--- config.mk ---
export PLATFORM = sky130hd
export DESIGN_NAME = bmp_rle_decoder
export DESIGN_NICKNAME = d
export VERILOG_FILES = /design/src/sv/bmprle_pkg.sv /design/src/sv/bmp_rle_decoder.sv /design/src/sv/bmprle_core.sv
export SDC_FILE = /design/constraint.sdc
export NUM_CORES = 1
export LEC_CHECK = 0
export BUFFER_PORTS_ARGS = -buffer_cell sky130_fd_sc_hd__clkbuf_2
export CAP_MARGIN = 20
export CORE_MARGIN = 5
export CORE_UTILIZATION = 40
export DETAILED_ROUTE_END_ITERATION = 7
export PLACE_DENSITY = 0.58
export SYNTH_ARGS = -nofsm -noshare
export SYNTH_HDL_FRONTEND = slang
export SYNTH_HIERARCHICAL = 1
export SYNTH_SLANG_ARGS = --single-unit
--- constraint.sdc ---
create_clock -name clk_i -period 7.25 [get_ports clk_i]
set_clock_uncertainty 0.15 [all_clocks]
set_input_delay 1.0875 -clock clk_i [delete_from_list [all_inputs] [get_ports clk_i]]
set_output_delay 1.0875 -clock clk_i [all_outputs]
set_load 0.01 [all_outputs]
--- src/sv/bmprle_pkg.sv ---
package bmprle_pkg;

  typedef enum logic [2:0] {
    PH_COUNT,
    PH_CODE,
    PH_DX,
    PH_DY,
    PH_DATA,
    PH_PAD
  } phase_e;

  typedef enum logic [1:0] {
    KIND_SPAN,
    KIND_DONE,
    KIND_TRUNC
  } kind_e;

  // escape codes following a zero count byte
  localparam logic [7:0] ESC_EOL   = 8'd0;
  localparam logic [7:0] ESC_EOB   = 8'd1;
  localparam logic [7:0] ESC_DELTA = 8'd2;

  // configuration register indices
  localparam logic [1:0] CFG_MODE   = 2'd0;
  localparam logic [1:0] CFG_WIDTH  = 2'd1;
  localparam logic [1:0] CFG_HEIGHT = 2'd2;

  localparam logic       MODE_RLE8  = 1'b0;
  localparam logic [12:0] DIM_RESET = 13'd4096;

  typedef struct packed {
    logic        mode;
    logic [12:0] width;
    logic [12:0] height;
  } cfg_t;

  typedef struct packed {
    kind_e       kind;
    logic [11:0] column;
    logic [11:0] row;
    logic [7:0]  length;
    logic [7:0]  value;
    logic        last;
  } res_t;

endpackage

--- src/sv/bmp_rle_decoder.sv ---
// channel | direction | handshake                | payload
// in      | input     | in_valid_i / in_stall_o  | stream_byte_i, final_byte_i
// out     | output    | out_valid_o / out_stall_i| result_kind_o, span_*_o, last_of_run_o
// cfg     | input     | cfg_valid_i / cfg_ready_o| cfg_index_i, cfg_data_i
//
// One byte per cycle unless a stall or a held result blocks the parser: a byte
// is registered in the input register, then the parser updates its state and
// loads the output register in the same cycle. For a span plus a status, the
// status waits in a holding register, which blocks the parser until it moves on.
// Reset clears the parser and sets mode RLE8, width and height 4096.
// Output stall holds the result registers; input stall follows from them.
module bmp_rle_decoder #(
  parameter int MAX_WIDTH  = 4096,
  parameter int MAX_HEIGHT = 4096
) (
  input  logic        clk_i,
  input  logic        rst_ni,
  input  logic        in_valid_i,
  output logic        in_stall_o,
  input  logic [7:0]  stream_byte_i,
  input  logic        final_byte_i,
  output logic        out_valid_o,
  input  logic        out_stall_i,
  output logic [1:0]  result_kind_o,
  output logic [11:0] span_column_o,
  output logic [11:0] span_row_o,
  output logic [7:0]  span_length_o,
  output logic [7:0]  span_value_o,
  output logic        last_of_run_o,
  input  logic        cfg_valid_i,
  output logic        cfg_ready_o,
  input  logic [1:0]  cfg_index_i,
  input  logic [12:0] cfg_data_i
);

  bmprle_pkg::cfg_t cfg_q;

  logic       in_vld_q;
  logic [7:0] in_byte_q;
  logic       in_fin_q;

  logic             out_vld_q, nxt_vld_q;
  bmprle_pkg::res_t out_q, nxt_q;

  bmprle_pkg::res_t res0, res1;
  logic [1:0]       res_vld;

  logic accept, pop, proc;

  assign cfg_ready_o = 1'b1;

  always_ff @(posedge clk_i or negedge rst_ni) begin
    if (!rst_ni) begin
      cfg_q.mode   <= bmprle_pkg::MODE_RLE8;
      cfg_q.width  <= bmprle_pkg::DIM_RESET;
      cfg_q.height <= bmprle_pkg::DIM_RESET;
    end else if (cfg_valid_i && cfg_ready_o) begin
      case (cfg_index_i)
        bmprle_pkg::CFG_MODE:   cfg_q.mode   <= cfg_data_i[0];
        bmprle_pkg::CFG_WIDTH:  cfg_q.width  <= cfg_data_i;
        bmprle_pkg::CFG_HEIGHT: cfg_q.height <= cfg_data_i;
        default: ;
      endcase
    end
  end

  assign pop        = out_vld_q && !out_stall_i;
  assign proc       = in_vld_q && !nxt_vld_q && (!out_vld_q || pop);
  assign in_stall_o = in_vld_q && !proc;
  assign accept     = in_valid_i && !in_stall_o;

  always_ff @(posedge clk_i or negedge rst_ni) begin
    if (!rst_ni) begin
      in_vld_q <= 1'b0;
    end else begin
      in_vld_q <= accept || (in_vld_q && !proc);
    end
  end

  always_ff @(posedge clk_i) begin
    if (accept) begin
      in_byte_q <= stream_byte_i;
      in_fin_q  <= final_byte_i;
    end
  end

  bmprle_core #(
    .MAX_WIDTH (MAX_WIDTH),
    .MAX_HEIGHT(MAX_HEIGHT)
  ) u_core (
    .clk_i    (clk_i),
    .rst_ni   (rst_ni),
    .step_i   (proc),
    .byte_i   (in_byte_q),
    .fin_i    (in_fin_q),
    .cfg_i    (cfg_q),
    .res0_o   (res0),
    .res1_o   (res1),
    .res_vld_o(res_vld)
  );

  always_ff @(posedge clk_i or negedge rst_ni) begin
    if (!rst_ni) begin
      out_vld_q <= 1'b0;
      nxt_vld_q <= 1'b0;
    end else if (proc) begin
      out_vld_q <= res_vld[0];
      nxt_vld_q <= res_vld[1];
    end else if (pop) begin
      out_vld_q <= nxt_vld_q;
      nxt_vld_q <= 1'b0;
    end
  end

  always_ff @(posedge clk_i) begin
    if (proc) begin
      out_q <= res0;
      nxt_q <= res1;
    end else if (pop) begin
      out_q <= nxt_q;
    end
  end

  assign out_valid_o   = out_vld_q;
  assign result_kind_o = out_q.kind;
  assign span_column_o = out_q.column;
  assign span_row_o    = out_q.row;
  assign span_length_o = out_q.length;
  assign span_value_o  = out_q.value;
  assign last_of_run_o = out_q.last;

`ifndef SYNTH
  a_nxt_needs_out: assert property (@(posedge clk_i) disable iff (!rst_ni)
    nxt_vld_q |-> out_vld_q)
    else $error("holding register full with output register empty");

  a_pop_moves_nxt: assert property (@(posedge clk_i) disable iff (!rst_ni)
    (pop && nxt_vld_q && !proc) |=> out_vld_q)
    else $error("second result lost on pop");

  a_status_last: assert property (@(posedge clk_i) disable iff (!rst_ni)
    (out_vld_q && (out_q.kind != bmprle_pkg::KIND_SPAN)) |-> out_q.last)
    else $error("status result not flagged last");

  a_pair_first_not_last: assert property (@(posedge clk_i) disable iff (!rst_ni)
    (out_vld_q && nxt_vld_q) |-> !out_q.last)
    else $error("first of a result pair flagged last");
`endif

endmodule

--- src/sv/bmprle_core.sv ---
module bmprle_core #(
  parameter int MAX_WIDTH  = 4096,
  parameter int MAX_HEIGHT = 4096
) (
  input  logic              clk_i,
  input  logic              rst_ni,
  input  logic              step_i,
  input  logic [7:0]        byte_i,
  input  logic              fin_i,
  input  bmprle_pkg::cfg_t  cfg_i,
  output bmprle_pkg::res_t  res0_o,
  output bmprle_pkg::res_t  res1_o,
  output logic [1:0]        res_vld_o
);

  localparam int WCap = (MAX_WIDTH < 8191) ? MAX_WIDTH : 8191;
  localparam int RCap = (MAX_HEIGHT < 8191) ? MAX_HEIGHT : 8191;
  localparam int CW   = $clog2(WCap + 1);
  localparam int RW   = $clog2(RCap + 1);

  bmprle_pkg::phase_e phase_q, phase_d;
  logic [7:0]    held_q, held_d;
  logic [7:0]    dbl_q, dbl_d;
  logic [7:0]    nl_q, nl_d;
  logic          pad_q, pad_d;
  logic [CW-1:0] col_q, col_d;
  logic [RW-1:0] row_q, row_d;
  logic [7:0]    dx_q, dx_d;
  logic          stopped_q, stopped_d;

  logic [CW-1:0] w;
  logic [RW-1:0] h;

  always_comb begin
    w = (cfg_i.width > 13'(WCap)) ? CW'(WCap) : CW'(cfg_i.width);
    h = (cfg_i.height > 13'(RCap)) ? RW'(RCap) : RW'(cfg_i.height);
  end

  always_comb begin
    logic        stop;
    logic        go_count;
    logic        span_en;
    logic [7:0]  cnt;
    logic [8:0]  half;
    logic [13:0] csum;
    logic [13:0] rsum;
    logic [13:0] avail;
    logic [13:0] len14;
    logic [7:0]  dbl_nxt;
    logic        emit;
    logic        trunc;
    bmprle_pkg::res_t sp;
    bmprle_pkg::res_t st;

    phase_d   = phase_q;
    held_d    = held_q;
    dbl_d     = dbl_q;
    nl_d      = nl_q;
    pad_d     = pad_q;
    col_d     = col_q;
    row_d     = row_q;
    dx_d      = dx_q;
    go_count  = 1'b0;
    span_en   = 1'b0;
    cnt       = '0;
    half      = (9'(byte_i) + 9'd1) >> 1;
    csum      = 14'(col_q) + 14'(dx_q);
    rsum      = '0;
    dbl_nxt   = (dbl_q != '0) ? dbl_q - 8'd1 : '0;

    stop      = stopped_q | ((phase_q == bmprle_pkg::PH_COUNT) && (row_q >= h));
    stopped_d = stop;

    if (!stop) begin
      case (phase_q)
        bmprle_pkg::PH_COUNT: begin
          held_d  = byte_i;
          phase_d = bmprle_pkg::PH_CODE;
        end
        bmprle_pkg::PH_CODE: begin
          if (held_q != '0) begin
            span_en  = 1'b1;
            cnt      = held_q;
            go_count = 1'b1;
          end else if (byte_i == bmprle_pkg::ESC_EOL) begin
            rsum     = 14'(row_q) + 14'd1;
            col_d    = '0;
            row_d    = (rsum < 14'(h)) ? RW'(rsum) : h;
            go_count = 1'b1;
          end else if (byte_i == bmprle_pkg::ESC_EOB) begin
            stopped_d = 1'b1;
            phase_d   = bmprle_pkg::PH_COUNT;
          end else if (byte_i == bmprle_pkg::ESC_DELTA) begin
            phase_d = bmprle_pkg::PH_DX;
          end else if (cfg_i.mode == bmprle_pkg::MODE_RLE8) begin
            dbl_d   = byte_i;
            nl_d    = '0;
            pad_d   = byte_i[0];
            phase_d = bmprle_pkg::PH_DATA;
          end else begin
            nl_d    = byte_i;
            dbl_d   = half[7:0];
            pad_d   = half[0];
            phase_d = bmprle_pkg::PH_DATA;
          end
        end
        bmprle_pkg::PH_DX: begin
          dx_d    = byte_i;
          phase_d = bmprle_pkg::PH_DY;
        end
        bmprle_pkg::PH_DY: begin
          rsum     = 14'(row_q) + 14'(byte_i);
          col_d    = (csum < 14'(w)) ? CW'(csum) : w;
          row_d    = (rsum < 14'(h)) ? RW'(rsum) : h;
          go_count = 1'b1;
        end
        bmprle_pkg::PH_DATA: begin
          span_en = 1'b1;
          if (cfg_i.mode == bmprle_pkg::MODE_RLE8) begin
            cnt = 8'd1;
          end else begin
            cnt  = (nl_q >= 8'd2) ? 8'd2 : nl_q;
            nl_d = nl_q - cnt;
          end
          dbl_d = dbl_nxt;
          if (dbl_nxt == '0) begin
            if (pad_q) begin
              phase_d = bmprle_pkg::PH_PAD;
            end else begin
              go_count = 1'b1;
            end
          end
        end
        bmprle_pkg::PH_PAD: begin
          pad_d    = 1'b0;
          go_count = 1'b1;
        end
        default: begin
          go_count = 1'b1;
        end
      endcase
    end

    if (go_count) begin
      phase_d = bmprle_pkg::PH_COUNT;
      if (row_d >= h) begin
        stopped_d = 1'b1;
      end
    end

    // span clipped at the image width
    avail = (col_q < w) ? (14'(w) - 14'(col_q)) : '0;
    len14 = (14'(cnt) < avail) ? 14'(cnt) : avail;
    emit  = span_en && (len14 != '0) && (row_q < h);
    if (emit) begin
      col_d = CW'(14'(col_q) + len14);
    end

    trunc = !stopped_d && ((phase_d == bmprle_pkg::PH_DX) ||
                           (phase_d == bmprle_pkg::PH_DY) ||
                           (phase_d == bmprle_pkg::PH_DATA));

    sp.kind   = bmprle_pkg::KIND_SPAN;
    sp.column = 12'(col_q);
    sp.row    = 12'(row_q);
    sp.length = len14[7:0];
    sp.value  = byte_i;
    sp.last   = !fin_i;

    st.kind   = trunc ? bmprle_pkg::KIND_TRUNC : bmprle_pkg::KIND_DONE;
    st.column = '0;
    st.row    = '0;
    st.length = '0;
    st.value  = '0;
    st.last   = 1'b1;

    res0_o    = emit ? sp : st;
    res1_o    = st;
    res_vld_o = {emit & fin_i, emit | fin_i};

    if (fin_i) begin
      phase_d   = bmprle_pkg::PH_COUNT;
      held_d    = '0;
      dbl_d     = '0;
      nl_d      = '0;
      pad_d     = 1'b0;
      col_d     = '0;
      row_d     = '0;
      dx_d      = '0;
      stopped_d = 1'b0;
    end
  end

  always_ff @(posedge clk_i or negedge rst_ni) begin
    if (!rst_ni) begin
      phase_q   <= bmprle_pkg::PH_COUNT;
      held_q    <= '0;
      dbl_q     <= '0;
      nl_q      <= '0;
      pad_q     <= 1'b0;
      col_q     <= '0;
      row_q     <= '0;
      dx_q      <= '0;
      stopped_q <= 1'b0;
    end else if (step_i) begin
      phase_q   <= phase_d;
      held_q    <= held_d;
      dbl_q     <= dbl_d;
      nl_q      <= nl_d;
      pad_q     <= pad_d;
      col_q     <= col_d;
      row_q     <= row_d;
      dx_q      <= dx_d;
      stopped_q <= stopped_d;
    end
  end

endmodule

After elaboration in Yosys (flattened, before gate mapping)
Index checks and enable logic that the tools add are counted.
Cells by class
  add/subtract/negate cells: 8
  order comparisons: 11
  eq/ne operators: 21
  muxes and demuxes: 90
  bitwise operators: 3
  reduce and logical (&&, ||, !) cells: 43
Operators with widths (number)
  2-to-1 mux 8 bit: 26
  2-to-1 mux 13 bit: 14
  2-to-1 mux 43 bit: 3
  case mux 13 bit (2 select lines): 2
  case mux 8 bit (2 select lines): 3
  less-than comparator 14 x 13 -> 1 bit: 3
  adder 13 x 8 -> 14 bit: 2
  2-to-1 mux 14 bit: 2
  2-to-1 mux 3 bit: 9
  greater-or-equal comparator 13 bit: 2
  greater-than comparator 13 bit, second input constant: 2
  less-than comparator 13 bit: 2
  2-to-1 mux 1 bit: 26
  inequality test 3 bit, second input constant: 6
  logical NOT 8 bit: 2
  nonzero test 8 bit: 2
  adder 13 x 1 -> 14 bit, second input constant: 1
  less-than comparator 8 x 14 -> 1 bit: 1
  AND reduction 7 bit: 2
  nonzero test 14 bit: 1
  subtractor 13 x 13 -> 14 bit: 1
  adder 13 bit: 1
  equality test 3 x 2 -> 1 bit, second input constant: 4
  case mux 3 bit (4 select lines): 1
  other kinds (31): 58
Storage, ports and cells
  register bits: 147
  output and inout bits: 46
  logic and storage cells: 200

Logic depth before layout (Yosys ltp)
  depth in word-level cells: 16
  gate-level depth with buffers: 35
  gate-level depth less buffers: 32

Hierarchy
Netlist, hierarchy kept.
By module, submodules not included
  bmprle_core: instances 1, cells an instance 1266, area an instance 9457.8 um^2
  bmp_rle_decoder: instances 1, cells an instance 222, area an instance 4812.1 um^2

Least setup slack after synthesis
No wires, ideal clock.
  path kind: flip-flop to flip-flop
  from: reg in_byte_q[0]
  to: reg out_q (netlist bit result_kind_o[0]), data pin
  library setup time: 0.260 ns
  arrival time: 6.615 ns
  data required time: 6.840 ns
  slack: 0.225 ns
  stages on the path, launching flop included: 35
  cells stage by stage: edfxtp_1 -> ha_1 -> fa_1 -> a21o_1 -> a21oi_1 -> nor2b_1 -> o21a_1 -> o41ai_1 -> nor2_1 -> xor2_1 -> ha_1 -> o21a_1 -> o21ai_0 -> nor2_1 -> a211oi_1 -> o21ai_0 -> clkbuf_1 -> clkbuf_1 -> mux2i_1 -> nor2_1 -> nor2_1 -> o21ai_0 -> ha_1 -> nor2b_1 -> o21a_1 -> o21a_1 -> o21ai_0 -> a21oi_1 -> o311ai_0 -> a211oi_1 -> a2111oi_0 -> o21ai_1 -> inv_1 -> nor2_1 -> mux2_4
RTL lines
  start: declaration: line bmp_rle_decoder.sv:39  | logic [7:0] in_byte_q;
  start signal: assignment: line bmp_rle_decoder.sv:82  | in_byte_q <= stream_byte_i;
  end signal: assignment: line bmp_rle_decoder.sv:117  | out_q <= res0;
  end signal: assignment: line bmp_rle_decoder.sv:120  | out_q <= nxt_q;
  end: declaration: line bmp_rle_decoder.sv:43  | bmprle_pkg::res_t out_q, nxt_q;

Worst setup path after layout
  from: reg cfg_q[25] in the netlist's numbering
  to: reg u_core.col_q[10]
Between the ends
  cells in the longest elaborated chain, start to end: 11
  elaborated cells between the ends (all ways): 22
  classes of those cells: add/sub: 2; order compare: 4; eq/ne: 3; mux: 8; reduce/logical: 5
RTL lines
  start: declaration: line bmp_rle_decoder.sv:36  | bmprle_pkg::cfg_t cfg_q;
  greater-than comparator 13 bit: line bmprle_core.sv:35  | w = (cfg_i.width > 13'(WCap)) ? CW'(WCap) : CW'(cfg_i.width);
  2-to-1 mux 13 bit *: line bmprle_core.sv:35
  branches (longest 9 deep; another with subtractor 13 x 13 -> 14 bit)
  end signal: assignment: line bmprle_core.sv:211  | col_q <= col_d;
  end: declaration: line bmprle_core.sv:26  | logic [CW-1:0] col_q, col_d;
Every way passes the cells marked *. The select of a mux whose other input is x is not followed.
A chain may end at the register's enable or synchronous reset.

==> impl_metrics.csv <==
group,metric,value,unit
synthesis,netlist_area_pre_place,0.01427,mm^2
worst_hold_path,hp-class,"reg -> reg",
status,outcome,"finished, final reports clean",
clock_tree,cts_tree,"done",
global_route,grt_overflow_total,0,
placed_design,post_dp_cell_area,0.01504,mm^2
clock_tree,clk_latency,0.46,ns
critical_path,top_cell_by_count_worst_path,"sky130_fd_sc_hd__a21o_1",
die,num_rows,69,
clock_tree,cts-root-to-sink-buffers,2,
global_route,grt_pass1_wl,62.49,mm
critical_path,cpPeakStageDelay,0.57,ns
cells_and_area,layout-drive-gt1-share,0.1724,
detailed_routing,vias,11260,
cells_and_area,finish.net_count,1706,
cells_and_area,most-common-layout-cells,"sky130_fd_sc_hd__ha_1, sky130_fd_sc_hd__nand2_1, sky130_fd_sc_hd__nor2_1",
flow_run,max-cap-violations,0,
placed_design,port_buffers,73,
synthesis,synth.distinct_cells,90,
sta,setup-violations-final,0,
critical_path,crit_required,7.48,ns
synthesis,synth_enable_flop_cells,95,
synthesis,syn_avg_cell_area,9.590,um^2
sta,period_needed,6.847,ns
detailed_routing,route.antenna.remaining_nets,0,
synthesis,postSynthRegisterBits,188,
pwr,power.leakage,6.949,nW
cells_and_area,postLayoutCellArea,0.01574,mm^2
die,num_io_pins,75,
die,floorplan.initialDensity,0.4031,
detailed_routing,wl_per_cell,19.70,um
synthesis,synth-seq-area-share,0.3632,
clock_tree,path_clk_slew,0.08,ns
cells_and_area,layout_commonest_cell,"sky130_fd_sc_hd__ha_1",
critical_path,highest_delay_cell_along_the_critical_path,"sky130_fd_sc_hd__dfstp_2",
clock_tree,numClockSinks,188,
pwr,irDropWorstVdd,182.8,uV
placed_design,gp_congestion,0.9291,
global_route,gr-usage-all-layers,0.2023,
sta,drv_slew,0,
global_route,via_count_of_the_first_global_routing_pass,10960,
global_route,maximum_number_of_pins_on_one_net_before_global_route_repair,65,
synthesis,postSynth.topFlopCell,"sky130_fd_sc_hd__edfxtp_1",
sta,max_slew_margin,0.3097,
global_route,initial_antenna_violation_count,0,
critical_path,critPathLaunchType,"flip-flop",
clock_tree,htree_num_levels,4,
detailed_routing,detail_route.drc_violations,0,
sta,actual_slew_at_the_worst_max_slew_pin,1.029,ns
sta,timing_hold_violations_final,0,
detailed_routing,wl_met1,18.34,mm
pwr,power_density,414.7,mW/mm^2
cells_and_area,n_diodes,0,
clock_tree,cts_buffers,17,
detailed_routing,drt_wl_total,39.94,mm
clock_tree,ctsRootBufferMaster,"sky130_fd_sc_hd__clkbuf_16",
synthesis,synth-async-reset-ratio,0.4947,
critical_path,critical_path.max_fanout,6,
pwr,design_power_total,6.527,mW
detailed_routing,detailroute.wirelength.met3,1.595,mm
die,chipHeight,198.9,um
sta,finalCritPeriodShare,0.9444,
cells_and_area,layout_area_overhead,10.29,%
synthesis,synthesis.instances,1488,
detailed_routing,met2_length,19.28,mm
detailed_routing,highest_layer,"met4",
die,die-area,0.03955,mm^2
placed_design,hpwl,30.61,mm
synthesis,synth_warnings,6,
critical_path,worst-setup-path-type,"reg -> reg",
detailed_routing,post_drt_via_cell_ratio,5.556,
critical_path,worst-endpoint-arrival,7.08,ns
detailed_routing,dr.pass1.iters,5,
die,die_width,198.9,um
detailed_routing,first_iter_violations,1018,
die,core-area,0.03540,mm^2
sta,clock.fmax,146.0,MHz
critical_path,endpoint_kind,"flip-flop",
path summary, 6_finish.rpt:
kind,to,slack [ns],cells past startpoint,startpoint
setup / recovery,u_core/col_q[10]$_DFFE_PN0P_,0.40,31,cfg_q[25]$_DFFE_PN1P_
hold / removal,cfg_q[1]$_DFFE_PN0P_,0.34,1,cfg_q[1]$_DFFE_PN0P_
setup reg to reg,u_core/col_q[10]$_DFFE_PN0P_,0.40,31,cfg_q[25]$_DFFE_PN1P_
hold reg to reg,cfg_q[1]$_DFFE_PN0P_,0.34,1,cfg_q[1]$_DFFE_PN0P_
max in group asynchronous,u_core/nl_q[0]$_DFFE_PN0P_,5.26,2,rst_ni
min in group asynchronous,u_core/col_q[5]$_DFFE_PN0P_,0.41,1,rst_ni
cells in the mapped netlist (6+ instances only):
master / instances / area share
sky130_fd_sc_hd__nand4_1: 12 / 0.0053
sky130_fd_sc_hd__nor3b_1: 6 / 0.0032
sky130_fd_sc_hd__buf_2: 9 / 0.0032
sky130_fd_sc_hd__nand2b_1: 13 / 0.0057
sky130_fd_sc_hd__o31ai_1: 13 / 0.0068
sky130_fd_sc_hd__and2_1: 32 / 0.014
sky130_fd_sc_hd__o21a_1: 16 / 0.0084
sky130_fd_sc_hd__dfrtp_1: 91 / 0.16
sky130_fd_sc_hd__mux2i_1: 29 / 0.020
sky130_fd_sc_hd__edfxtp_1: 95 / 0.20
sky130_fd_sc_hd__nand3_1: 33 / 0.012
sky130_fd_sc_hd__xnor2_1: 34 / 0.021
sky130_fd_sc_hd__a22o_1: 7 / 0.0043
sky130_fd_sc_hd__a32oi_1: 7 / 0.0043
sky130_fd_sc_hd__o21bai_1: 6 / 0.0032
sky130_fd_sc_hd__o22ai_1: 9 / 0.0039
sky130_fd_sc_hd__mux2_2: 40 / 0.032
sky130_fd_sc_hd__mux2_1: 9 / 0.0071
sky130_fd_sc_hd__or3_1: 6 / 0.0026
sky130_fd_sc_hd__clkbuf_1: 57 / 0.015
sky130_fd_sc_hd__nor3_1: 29 / 0.010
sky130_fd_sc_hd__o21ai_0: 100 / 0.035
sky130_fd_sc_hd__xor2_1: 18 / 0.011
sky130_fd_sc_hd__or4_1: 6 / 0.0032
sky130_fd_sc_hd__mux2_4: 39 / 0.041
sky130_fd_sc_hd__ha_1: 120 / 0.11
sky130_fd_sc_hd__a21oi_1: 72 / 0.025
sky130_fd_sc_hd__nor2b_1: 38 / 0.017
sky130_fd_sc_hd__buf_4: 43 / 0.023
sky130_fd_sc_hd__nor2_1: 113 / 0.030
sky130_fd_sc_hd__and3_1: 7 / 0.0031
sky130_fd_sc_hd__inv_1: 65 / 0.017
sky130_fd_sc_hd__a21o_1: 23 / 0.012
sky130_fd_sc_hd__o22a_1: 6 / 0.0037
sky130_fd_sc_hd__nand2_1: 118 / 0.031
sky130_fd_sc_hd__a211oi_1: 19 / 0.010
sky130_fd_sc_hd__a31oi_1: 36 / 0.016
what timing repair did:
action	4_1_cts	5_1_grt
resized for setup	0	14
buffers inserted	0	2
setup endpoints to repair	0	7
hold buffers	0	0
stage by stage:
| step | TNS [ns] | utilization | cells | hold slack (ns) | worst slack, ns |
|---|---|---|---|---|---|
| 3_5_place_dp | 0 | 0.4250 | 1992 | 0.3312 | 0.1241 |
| 2_1_floorplan | 0 | - | 1532 | 0.3062 | 0.2248 |
| 4_1_cts | 0 | 0.4421 | 2024 | 0.3495 | 0.09482 |
| 5_1_grt | -0.01041 | 0.4446 | 2027 | 0.3678 | -0.01041 |
| 6_report | 0 | 0.4446 | 2027 | 0.3437 | 0.4028 |
| 3_3_place_gp | 0 | 0.4250 | 1992 | 0.3241 | 0.2246 |
power by group:
| group | switching [mW] | internal [mW] |
|---|---|---|
| clock network | 0.486 | 0.464 |
| logic | 2.18 | 1.55 |
| registers | 0.274 | 1.57 |
| total | 2.94 | 3.59 |
state kept, by name (all words and copies together), names as in the netlist, 12 cells and up:
register       flops
nxt_q             43
cfg_q             27
u_core/col_q      13
u_core/row_q      13
span_column_o     12
span_row_o        12
cells by family after synthesis:
kind of cell | Yosys count | synth area share
AO/OA/AOI/OAI | 375 | 0.1712
XOR/XNOR | 52 | 0.03192
adder cells (fa/ha/maj) | 124 | 0.1108
buffers and inverters | 186 | 0.06664
flip-flops | 188 | 0.3632
multiplexers | 117 | 0.1000
other | 3 | 0.0007891
AND/OR/NAND/NOR | 443 | 0.1554
cell type report:
class                   count  area [um^2]
clock buffers              17        425.4
well taps                 461        576.8
flip-flops and latches    188         5182
fillers                  3381        19660
repair buffers            121        748.2
clock inverters            15        177.7
inverters                  67        251.5
multi-input cells        1158         8377
worst max-delay path, delay by kind of cell, from the launching register on:
| family | cells | cell delay [ns] |
|---|---|---|
| xor+xnor | 1 | 0.10 |
| mux | 1 | 0.34 |
| compound gates | 17 | 3.35 |
| fa+ha+maj | 5 | 1.48 |
| buf+inv | 2 | 0.16 |
| simple gates | 5 | 0.63 |
| flops | 1 | 0.57 |
metal layers:
layer  global-route usage  up-vias
met4              0.05750        0
li1                     -     5476
met2               0.3433      285
met5                    0        -
met3              0.02575       43
met1               0.2726     5459
No activity file was read; power rests on OpenSTA's default activity.
